$ cat config.mk
export PLATFORM = sky130hd
export DESIGN_NAME = hashed_byte_feature_vector_top
export DESIGN_NICKNAME = d
export VERILOG_FILES = /design/src/rtl/core/hbfv_pkg.sv /design/src/rtl/core/hashed_byte_feature_vector_top.sv /design/src/rtl/core/hbfv_ram.sv
export SDC_FILE = /design/constraint.sdc
export NUM_CORES = 2
export LEC_CHECK = 0
export ABC_CLOCK_PERIOD_IN_PS = 9350
export BUFFER_PORTS_ARGS = -buffer_cell sky130_fd_sc_hd__buf_2
export CAP_MARGIN = 20
export CORE_ASPECT_RATIO = 1.25
export CORE_UTILIZATION = 30
export DETAILED_ROUTE_END_ITERATION = 6
export GPL_TIMING_DRIVEN = 0
export PLACE_DENSITY = 0.57
export SLEW_MARGIN = 20
export SYNTH_ARGS = -nofsm -noshare
export SYNTH_HDL_FRONTEND = slang
export SYNTH_HIERARCHICAL = 1
export SYNTH_SLANG_ARGS = --single-unit
$ cat constraint.sdc
create_clock -name clk -period 9.35 [get_ports clk]
set_input_delay 0.4675 -clock clk [delete_from_list [all_inputs] [get_ports clk]]
set_output_delay 0.4675 -clock clk [all_outputs]
set_load 0.02 [all_outputs]
$ cat src/rtl/core/hbfv_pkg.sv
// ----------------------------------------------------------------------------
// hbfv_pkg
// Shared types and constants of the hashed byte feature vector block.
// ----------------------------------------------------------------------------
package hbfv_pkg;

	localparam int FC_W       = 7;
	localparam int BYTE_W     = 8;
	localparam int FI_W       = 6;
	localparam int FV_W       = 16;
	localparam int HASH_W     = 16;
	localparam int DIV_STEPS  = 16;

	localparam logic [FC_W-1:0]   FC_RESET = 7'd64;
	localparam logic [HASH_W-1:0] HASH_MUL = 16'd131;
	localparam logic [HASH_W-1:0] HASH_ADD = 16'd17;
	localparam logic [FV_W:0]     ONE_Q15  = 17'd32768;

	typedef enum logic {
		OPC_BYTE   = 1'b0,
		OPC_FINISH = 1'b1
	} opcode_t;

	typedef enum logic [3:0] {
		ST_IDLE,
		ST_MOD,
		ST_RD,
		ST_UPD,
		ST_SQ_RD,
		ST_SQ_MUL,
		ST_SQ_ACC,
		ST_SQ_LOAD,
		ST_SQRT,
		ST_EM_RD,
		ST_EM_LOAD,
		ST_DIV,
		ST_EM_OUT
	} state_t;

endpackage

$ cat src/rtl/core/hashed_byte_feature_vector_top.sv
// Byte item: two passes of 16 modulo steps, read and write, busy meanwhile.
// Finish item: per active bucket a read, multiply and accumulate for the square sum,
// then a load and the square root steps, then per bucket read, load, 16 division
// steps (skipped for an all-zero vector) and output transfer, held by output stall.
// All iterative steps run through one shared compare/subtract unit.
// Async reset idles the sequencer, clears bucket valid bits, sets feature_count to 64.
// ----------------------------------------------------------------------------
// hashed_byte_feature_vector_top
// Hashes prompt bytes into half-unit buckets and emits the L2-normalized
// vector in Q1.15 on a finish item.
// ----------------------------------------------------------------------------
module hashed_byte_feature_vector_top #(
	parameter int MAX_FEATURES = 64,
	parameter int COUNT_BITS   = 20
) (
	input  logic                        clk,
	input  logic                        arst_n,
	input  logic                        cfg_write_en,
	input  logic [hbfv_pkg::FC_W-1:0]   cfg_write_data,
	input  logic                        in_valid,
	output logic                        in_stall,
	input  logic                        opcode,
	input  logic [hbfv_pkg::BYTE_W-1:0] byte_value,
	output logic                        out_valid,
	input  logic                        out_stall,
	output logic [hbfv_pkg::FI_W-1:0]   feature_index,
	output logic [hbfv_pkg::FV_W-1:0]   feature_value,
	output logic                        last_feature
);

	import hbfv_pkg::*;

	localparam int IDX_W   = (MAX_FEATURES > 1) ? $clog2(MAX_FEATURES) : 1;
	localparam int CNT_W   = $clog2(MAX_FEATURES + 1) + 1;
	localparam int SUM_W   = 2 * COUNT_BITS + $clog2(MAX_FEATURES);
	localparam int SQ_W    = (SUM_W > 64) ? 64 : SUM_W;
	localparam int R_W     = (SQ_W + 1) / 2;
	localparam int SH_W    = 2 * R_W;
	localparam int U_W     = R_W + 3;
	localparam int NUM_W   = ((COUNT_BITS + 15 > R_W) ? COUNT_BITS + 15 : R_W) + 1;
	localparam int STEP_W  = $clog2(((R_W > DIV_STEPS) ? R_W : DIV_STEPS) + 1);
	localparam logic [FC_W-1:0] MAX_FC = FC_W'(MAX_FEATURES);

	state_t state_q, state_d;

	logic [FC_W-1:0]       fc_q;
	logic [MAX_FEATURES-1:0] vld_q;
	logic [BYTE_W-1:0]     byte_q;
	logic                  hash_sel_q;
	logic [CNT_W-1:0]      pos_q;
	logic [STEP_W-1:0]     step_q;
	logic [R_W:0]          rem_q;
	logic [R_W-1:0]        root_q;
	logic [SH_W-1:0]       shift_q;
	logic [2*COUNT_BITS-1:0] sq_q;
	logic [SUM_W-1:0]      acc_q;
	logic [FV_W-1:0]       out_value_q;

	logic [FC_W-1:0]       n7;
	logic [CNT_W-1:0]      n_act;
	logic                  pos_last;
	logic                  step_done;
	logic                  in_xfer;
	logic [HASH_W-1:0]     hash2;
	logic [IDX_W-1:0]      rd_addr;
	logic [COUNT_BITS-1:0] ram_rdata;
	logic [COUNT_BITS-1:0] cnt;
	logic [COUNT_BITS:0]   sat_sum;
	logic [COUNT_BITS-1:0] cnt_new;
	logic                  ram_we;
	logic [SUM_W-1:0]      sq_lim;
	logic [SQ_W-1:0]       s_in;
	logic [NUM_W-1:0]      num;

	// shared compare/subtract unit
	logic [U_W-1:0]        ua, ub;
	logic [U_W:0]          diff;
	logic                  ge;
	logic [R_W:0]          rem_next;

	assign n7 = (fc_q == '0) ? FC_W'(1) : ((fc_q > MAX_FC) ? MAX_FC : fc_q);
	assign n_act = CNT_W'(n7);
	assign pos_last = ((pos_q + CNT_W'(1)) == n_act);
	assign step_done = (step_q == '0);
	assign in_stall = (state_q != ST_IDLE);
	assign in_xfer = in_valid && !in_stall;
	assign hash2 = HASH_W'(byte_q) * HASH_MUL + HASH_ADD;

	assign rd_addr = (state_q == ST_RD || state_q == ST_UPD) ? rem_q[IDX_W-1:0]
	                                                         : pos_q[IDX_W-1:0];
	assign cnt = vld_q[rd_addr] ? ram_rdata : '0;
	assign sat_sum = {1'b0, cnt} + (COUNT_BITS + 1)'(hash_sel_q ? 2'd1 : 2'd2);
	assign cnt_new = sat_sum[COUNT_BITS] ? {COUNT_BITS{1'b1}} : sat_sum[COUNT_BITS-1:0];
	assign ram_we = (state_q == ST_UPD);

	assign sq_lim = SUM_W'({SQ_W{1'b1}});
	assign s_in = (acc_q > sq_lim) ? {SQ_W{1'b1}} : acc_q[SQ_W-1:0];
	assign num = (NUM_W'(cnt) << 15) + NUM_W'(root_q >> 1);

	hbfv_ram #(
		.WIDTH(COUNT_BITS),
		.DEPTH(MAX_FEATURES),
		.AW   (IDX_W)
	) u_ram (
		.clk  (clk),
		.we   (ram_we),
		.waddr(rem_q[IDX_W-1:0]),
		.wdata(cnt_new),
		.raddr(rd_addr),
		.rdata(ram_rdata)
	);

	always_comb begin
		ua = '0;
		ub = '0;
		unique case (state_q)
			ST_MOD: begin
				ua = U_W'({rem_q[CNT_W-1:0], shift_q[SH_W-1]});
				ub = U_W'(n_act);
			end
			ST_SQRT: begin
				ua = {rem_q, shift_q[SH_W-1 -: 2]};
				ub = U_W'({root_q, 2'b01});
			end
			ST_DIV: begin
				ua = U_W'({rem_q[R_W-1:0], shift_q[SH_W-1]});
				ub = U_W'(root_q);
			end
			default: begin
				ua = '0;
				ub = '0;
			end
		endcase
		diff = {1'b0, ua} - {1'b0, ub};
		ge = !diff[U_W];
		rem_next = ge ? diff[R_W:0] : ua[R_W:0];
	end

	always_ff @(posedge clk or negedge arst_n) begin
		if (!arst_n) begin
			state_q <= ST_IDLE;
		end else begin
			state_q <= state_d;
		end
	end

	always_comb begin
		state_d = state_q;
		unique case (state_q)
			ST_IDLE: begin
				if (in_xfer) begin
					state_d = (opcode == OPC_FINISH) ? ST_SQ_RD : ST_MOD;
				end
			end
			ST_MOD:     if (step_done) state_d = ST_RD;
			ST_RD:      state_d = ST_UPD;
			ST_UPD:     state_d = hash_sel_q ? ST_IDLE : ST_MOD;
			ST_SQ_RD:   state_d = ST_SQ_MUL;
			ST_SQ_MUL:  state_d = ST_SQ_ACC;
			ST_SQ_ACC:  state_d = pos_last ? ST_SQ_LOAD : ST_SQ_RD;
			ST_SQ_LOAD: state_d = ST_SQRT;
			ST_SQRT:    if (step_done) state_d = ST_EM_RD;
			ST_EM_RD:   state_d = ST_EM_LOAD;
			ST_EM_LOAD: state_d = (root_q == '0) ? ST_EM_OUT : ST_DIV;
			ST_DIV:     if (step_done) state_d = ST_EM_OUT;
			ST_EM_OUT: begin
				if (!out_stall) begin
					state_d = pos_last ? ST_IDLE : ST_EM_RD;
				end
			end
			default:    state_d = ST_IDLE;
		endcase
	end

	always_ff @(posedge clk or negedge arst_n) begin
		if (!arst_n) begin
			fc_q  <= FC_RESET;
			vld_q <= '0;
		end else begin
			if (cfg_write_en) begin
				fc_q <= cfg_write_data;
			end
			if (ram_we) begin
				vld_q[rem_q[IDX_W-1:0]] <= 1'b1;
			end else if (state_q == ST_EM_OUT && !out_stall && pos_last) begin
				vld_q <= '0;
			end
		end
	end

	always_ff @(posedge clk) begin
		unique case (state_q)
			ST_IDLE: begin
				byte_q     <= byte_value;
				hash_sel_q <= 1'b0;
				rem_q      <= '0;
				shift_q    <= SH_W'(byte_value) << (SH_W - HASH_W);
				step_q     <= STEP_W'(DIV_STEPS - 1);
				pos_q      <= '0;
				acc_q      <= '0;
			end
			ST_MOD, ST_DIV: begin
				rem_q   <= rem_next;
				shift_q <= {shift_q[SH_W-2:0], ge};
				step_q  <= step_q - STEP_W'(1);
				if (state_q == ST_DIV && step_done) begin
					out_value_q <= {shift_q[FV_W-2:0], ge};
				end
			end
			ST_UPD: begin
				hash_sel_q <= 1'b1;
				rem_q      <= '0;
				shift_q    <= SH_W'(hash2) << (SH_W - HASH_W);
				step_q     <= STEP_W'(DIV_STEPS - 1);
			end
			ST_SQ_MUL: begin
				sq_q <= (2 * COUNT_BITS)'(cnt) * (2 * COUNT_BITS)'(cnt);
			end
			ST_SQ_ACC: begin
				acc_q <= acc_q + SUM_W'(sq_q);
				if (!pos_last) begin
					pos_q <= pos_q + CNT_W'(1);
				end
			end
			ST_SQ_LOAD: begin
				shift_q <= SH_W'(s_in);
				rem_q   <= '0;
				root_q  <= '0;
				step_q  <= STEP_W'(R_W - 1);
			end
			ST_SQRT: begin
				rem_q   <= rem_next;
				root_q  <= {root_q[R_W-2:0], ge};
				shift_q <= shift_q << 2;
				step_q  <= step_q - STEP_W'(1);
				if (step_done) begin
					pos_q <= '0;
				end
			end
			ST_EM_LOAD: begin
				rem_q       <= (R_W + 1)'(num >> DIV_STEPS);
				shift_q     <= SH_W'(num[DIV_STEPS-1:0]) << (SH_W - DIV_STEPS);
				step_q      <= STEP_W'(DIV_STEPS - 1);
				out_value_q <= '0;
			end
			ST_EM_OUT: begin
				if (!out_stall && !pos_last) begin
					pos_q <= pos_q + CNT_W'(1);
				end
			end
			default: begin
				step_q <= step_q;
			end
		endcase
	end

	assign out_valid     = (state_q == ST_EM_OUT);
	assign feature_index = FI_W'(pos_q);
	assign feature_value = out_value_q;
	assign last_feature  = pos_last;

endmodule

$ cat src/rtl/core/hbfv_ram.sv
// ----------------------------------------------------------------------------
// hbfv_ram
// Generic single write port, single read port RAM with registered read.
// ----------------------------------------------------------------------------
module hbfv_ram #(
	parameter int WIDTH = 20,
	parameter int DEPTH = 64,
	parameter int AW    = (DEPTH > 1) ? $clog2(DEPTH) : 1
) (
	input  logic             clk,
	input  logic             we,
	input  logic [AW-1:0]    waddr,
	input  logic [WIDTH-1:0] wdata,
	input  logic [AW-1:0]    raddr,
	output logic [WIDTH-1:0] rdata
);

	logic [WIDTH-1:0] mem_q [DEPTH];

	always_ff @(posedge clk) begin
		if (we) begin
			mem_q[waddr] <= wdata;
		end
		rdata <= mem_q[raddr];
	end

endmodule

== Yosys cells after proc, flatten, opt, wreduce, memory -nomap -nowiden ==
Memories as Yosys holds them, arrays and structs flattened. A register that Yosys moved wholly into a read port is not among the register bits.
Cells that the tools add are included.
Operators by class
  $add $sub $neg: 7
  multiply operators: 2
  $lt $le $gt $ge: 5
  equality and inequality tests: 21
  multiplexer cells: 41
  bitwise logic cells: 1
  reductions and logical operators: 32
Operators by type and width (count)
  46-bit case mux with 6 select lines: 1
  64-bit two-way mux: 2
  46-bit case mux with 2 select lines: 1
  26-bit case mux with 3 select lines: 1
  25-bit case mux with 3 select lines: 1
  24-bit case mux with 3 select lines: 1
  64-bit OR: 1
  4-bit case mux with 13 select lines: 1
  46-bit by 40-bit adder with 46-bit output: 1
  46-bit greater-than comparator, second input constant: 1
  46-bit two-way mux: 1
  23-bit case mux with 2 select lines: 1
  20-bit by 20-bit multiplier with 40-bit output: 1
  20-bit two-way mux: 2
  35-bit by 22-bit adder with 36-bit output: 1
  16-bit case mux with 2 select lines: 1
  8-bit case mux with 4 select lines: 1
  26-bit by 26-bit subtractor with 27-bit output: 1
  24-bit two-way mux: 1
  4-bit two-way mux: 6
  8-bit two-way mux: 3
  23-bit logical NOT: 1
  20-bit by 2-bit adder with 21-bit output: 1
  4-bit equality test, second input constant: 5
  38 further kinds: 72
Storage, ports and cells
  flip-flop bits (word level): 292
  memory bits (writable): 1280
  output and inout port bits: 25
  word-level logic and storage cells: 123
  memories kept: 1
Memories
  u_ram.mem_q: depth 64, width 20, rd ports 1, clocked after memory_dff 1, wr ports 1, line hbfv_ram.sv:18  | logic [WIDTH-1:0] mem_q [DEPTH];

== Longest topological paths before layout ==
  depth after elaboration: 8
  mapped depth: 42
  mapped depth without buffers: 37

== By module ==
The synthesis kept the hierarchy.
Modules (own cells, without submodules)
  hbfv_ram: instances 1, cells each 2243, area each 49495.0 um2
  hashed_byte_feature_vector_top: instances 1, cells each 3059, area each 29557.1 um2

== Worst setup path before layout ==
No wires, ideal clock.
  path type: flip-flop to flip-flop
  start: register state_q[3]
  end: register sq_q[39] (data pin)
  library setup time: 0.260 ns
  arrival: 9.094 ns
  path slack: -0.004 ns
  stages on the path, launching flop included: 40
  path buffers: 5
  period minus slack after synthesis: 9.354 ns
  cells stage by stage: dfrtp_1 -> or3b_1 -> buf_6 -> mux2i_2 -> inv_2 -> clkbuf_1 -> nor2_1 -> a221oi_1 -> a22oi_1 -> nand4b_2 -> clkbuf_1 -> and3_1 -> clkbuf_1 -> clkbuf_1 -> nand2_1 -> fa_1 -> inv_1 -> fa_1 -> (+4 left out) -> fa_1 -> fa_1 -> inv_1 -> fa_1 -> inv_1 -> ha_1 -> a21oi_1 -> o21bai_1 -> a21oi_1 -> o21a_1 -> o21ai_0 -> and4_1 -> nand4_1 -> and2_1 -> o31a_1 -> o2111ai_1 -> a21oi_1 -> xnor2_1
On the way
  cells in the longest elaborated chain, start to end: 7
Ends and longest elaborated chain
  start: declaration: line hashed_byte_feature_vector_top.sv:44  | state_t state_q, state_d;
  start signal: assignment: line hashed_byte_feature_vector_top.sv:143  | state_q <= state_d;
  4-bit by 2-bit equality test with 1-bit output: line hashed_byte_feature_vector_top.sv:89  | assign rd_addr = (state_q == ST_RD || state_q == ST_UPD) ? rem_q[IDX_W-1:0]
  1-bit logical OR *: line hashed_byte_feature_vector_top.sv:89
  6-bit two-way mux *: line hashed_byte_feature_vector_top.sv:89
  named net rd_addr[0]: line hashed_byte_feature_vector_top.sv:65  | logic [IDX_W-1:0] rd_addr;
  1-bit binary-select mux with 6-bit select *: line hashed_byte_feature_vector_top.sv:91  | assign cnt = vld_q[rd_addr] ? ram_rdata : '0;
  1-bit two-way mux (implied by the code) *: line hashed_byte_feature_vector_top.sv:91
  20-bit two-way mux *: line hashed_byte_feature_vector_top.sv:91
  20-bit by 20-bit multiplier with 40-bit output *: line hashed_byte_feature_vector_top.sv:217  | sq_q <= (2 * COUNT_BITS)'(cnt) * (2 * COUNT_BITS)'(cnt);
  end signal: assignment: line hashed_byte_feature_vector_top.sv:217
  end: declaration: line hashed_byte_feature_vector_top.sv:55  | logic [2*COUNT_BITS-1:0] sq_q;
Mark *: on every way through the listed nets, which the timed path passes. The rest lies on a longest branch. The select of a mux whose other input is x is not followed.
A chain may end at the register's enable or synchronous reset.

== Final worst setup path ==
  start: register state_q[3]
  end: register sq_q[39] (data pin)
On the way
  cells in the longest elaborated chain, start to end: 7
Ends and longest elaborated chain (line)
  4-bit by 2-bit equality test with 1-bit output: hashed_byte_feature_vector_top.sv:89
  1-bit logical OR *: hashed_byte_feature_vector_top.sv:89
  6-bit two-way mux *: hashed_byte_feature_vector_top.sv:89
  1-bit binary-select mux with 6-bit select *: hashed_byte_feature_vector_top.sv:91
  1-bit two-way mux (implied by the code) *: hashed_byte_feature_vector_top.sv:91
  20-bit two-way mux *: hashed_byte_feature_vector_top.sv:91
  20-bit by 20-bit multiplier with 40-bit output *: hashed_byte_feature_vector_top.sv:217
Mark *: on every way between the ends. The rest lies on a longest branch, timed or not. The select of a mux whose other input is x is not followed.

==> qor.txt <==
FF-to-FF End -> sq_q[39]
Iter 0 DRT Violations -> 4425
failing checks -> setup timing
# rows -> 210
Final Non-Filler Cells -> 9340
H-tree lvl count -> 4
placed inst area -> 85800 µm²
syn_area_per_cell -> 14.9 µm²
Area Growth Syn to Fin -> 18.1%
final setup margin -> -0.0429 ns
clk_lat worst skew -> 0.85 ns
initial antenna violation count -> 14
RSZ-0062 raised after global routing -> true
CP endpoint kind -> flop
endpoints failing hold -> 0
Yosys warning count -> 6
flops & latches, synth -> 1591
relative slew slack -> 18.8%
R2R setup slack -> -0.04 ns
Layout Skew -> 0.0632 ns
largest net degree at the start of global routing -> 65
core area -> 262000 µm²
GPL Wtd Cong -> 0.936
Core Util, Final -> 35.6%
wire length per cell -> 24.1 µm
DP HPWL -> 159000 µm
GRT Total Usage -> 16.8%
Synthesized Nets -> 5863
share of cells above drive strength 1 -> 19.2%
Yosys cell types -> 93
CTS tree -> yes
most frequent cell after synthesis -> edfxtp_1
slowest CP cell -> fa_1
status -> finished with violations
number of flops mapped to enable cells by yosys -> 1496
critical path arrival -> 9.93 ns
router iterations before antenna repair -> 7
CTS Sinks -> 1591
Worst Hold Slack -> 0.147 ns
Vias -> 47.7k
fin crit period -> 9.39 ns
synth top area cells -> edfxtp_1, mux4_2, fa_1, ha_1, mux2i_1
Setup-failing EPs final -> 2
Seq/Total Area, Yosys -> 59.7%
Primary FF master, synth -> edfxtp_1
Crit path largest cell delay -> 0.61 ns
fmax -> 106 MHz
DRC -> 0
Ports -> 46
Overflow after GRT -> 0
CP Buf/Inv Count -> 8
top cells by instance count after synthesis -> edfxtp_1, inv_1, nor2_1
Placed Cells -> 8919
sink of the worst hold path -> fc_q[0]
Clock Tree Buf Depth -> 3
Final ANT Viol Nets -> 0
final max-slew violation count -> 0
die area -> 266000 µm²
Worst Hold Class -> input pin to flop
startpoint types -> flop
Cells after Synth -> 5302
critical path class -> flop to flop
area leader, netlist -> edfxtp_1
clock-pin slew on the worst setup and hold paths -> 0.06 ns
worst r2r src -> state_q[3]
most used cell along the critical path -> fa_1
area fraction of the dominant cell type after synthesis -> 56.8%
CP Max Fanout -> 8
Layout fillers -> 24.8k
Async S/R FF share, synth -> 4.71%
Worst R2R Path Depth -> 35
root buffer cell -> clkbuf_16
Final Cycle Share -> 100%
first-pass GRT wire length -> 329000 µm
WL final -> 225000 µm
Hold Startpoint -> cfg_write_en
die width -> 461 µm
Num CTS Buffers -> 167
nets -> 6262
actual slew at the worst max-slew pin -> 1.21 ns
# port buffers -> 44
die height -> 576 µm
Crit path required time -> 9.88 ns
Max Cap Violations -> 0
Hold Crit Depth -> 2
vias per inst -> 5.11
netlist area before placement -> 79100 µm²
vias in the first global route -> 49.2k
Initial Utilization -> 30.2%
Worst path top cell family by delay -> adder cells
Finished Cell Area -> 93400 µm²
## flip-flops by register name, indices dropped and copies added (netlist names), 20 cells and up
register	cells
acc_q	46
root_q	23
u_ram/mem_q	1280
vld_q	64
sq_q	39
shift_q	46
rem_q	24
u_ram/rdata	20
## worst max path at each step
stage | cells after the start | startpoint | to | slack, ns
final | 35 | state_q[3] | sq_q[39] | -0.04
after global routing | 36 | state_q[3] | sq_q[39] | -0.32
after CTS | 37 | state_q[3] | sq_q[39] | 0.002
after detailed placement | 36 | rem_q[0] | sq_q[39] | -2.61
after global placement | 35 | rem_q[1] | sq_q[39] | -2.47
after floorplan | 37 | state_q[3] | sq_q[39] | 0.03
## through the flow
step | setup TNS [ns] | setup WS (ns)
finish | -0.0689 | -0.0429
global route | -2.61 | -0.321
CTS | 0 | 0.00153
detailed placement | -50.68 | -2.61
global placement | -240.90 | -2.47
floorplan | 0 | 0.0342
## cells in the final DEF, fill, tap and decap left out, drive strengths merged, types with 98 or more instances in the layout
cell type	instances
edfxtp	1496
inv	438
clkbuf	345
buf	343
nor2	291
fa	285
nand2	271
mux4	265
ha	255
mux2i	226
a21oi	208
o21ai	102
and2	98
## logic make-up (layout without fill, tap and decap cells)
| kind of cell | count (synthesis) | after routing | synth area share [%] |
|---|---|---|---|
| flops | 1591 | 1591 | 59.7 |
| simple gates | 983 | 983 | 6.01 |
| compound gates | 801 | 801 | 6.79 |
| buf+inv | 712 | 1248 | 3.71 |
| fa+ha+maj | 542 | 542 | 11.3 |
| mux | 511 | 511 | 10.7 |
| xor+xnor | 162 | 162 | 1.79 |
| other cells | 0 | 4 | 0 |
## layout make-up
type	instances	area, µm²	area share (%)
flip-flops and latches	1591	47200	50.6
multi-input cells	2999	30300	32.5
well taps	3498	4380	4.69
clock buffers	199	4310	4.62
repair buffers	243	2720	2.91
inverters	436	1660	1.78
plain buffers	263	1570	1.68
clock inverters	107	1200	1.29
diodes	4	10.0	0.0107
## routing by layer
layer | global-route usage, % | share of wire, % | vias up
met5 | 0 | 0.029 | -
met4 | 7.35 | 4.7 | 10
met3 | 2.97 | 6.2 | 498
met2 | 29.5 | 51 | 1753
met1 | 20.0 | 38 | 24700
li1 | - | - | 20700
## timing repair
action / 4_1_cts / 5_1_grt
pin swaps: 86 / 76
hold buffers: 17 / 0
gates cloned: 0 / 0
setup endpoints to repair: 29 / 20
setup buffers: 75 / 32
hold endpoints to repair: 63 / 0
resized for setup: 215 / 65
Power is left out: the tool's default activity adds up to more than one toggle a clock period on the data nets, which glitch-free logic cannot reach.
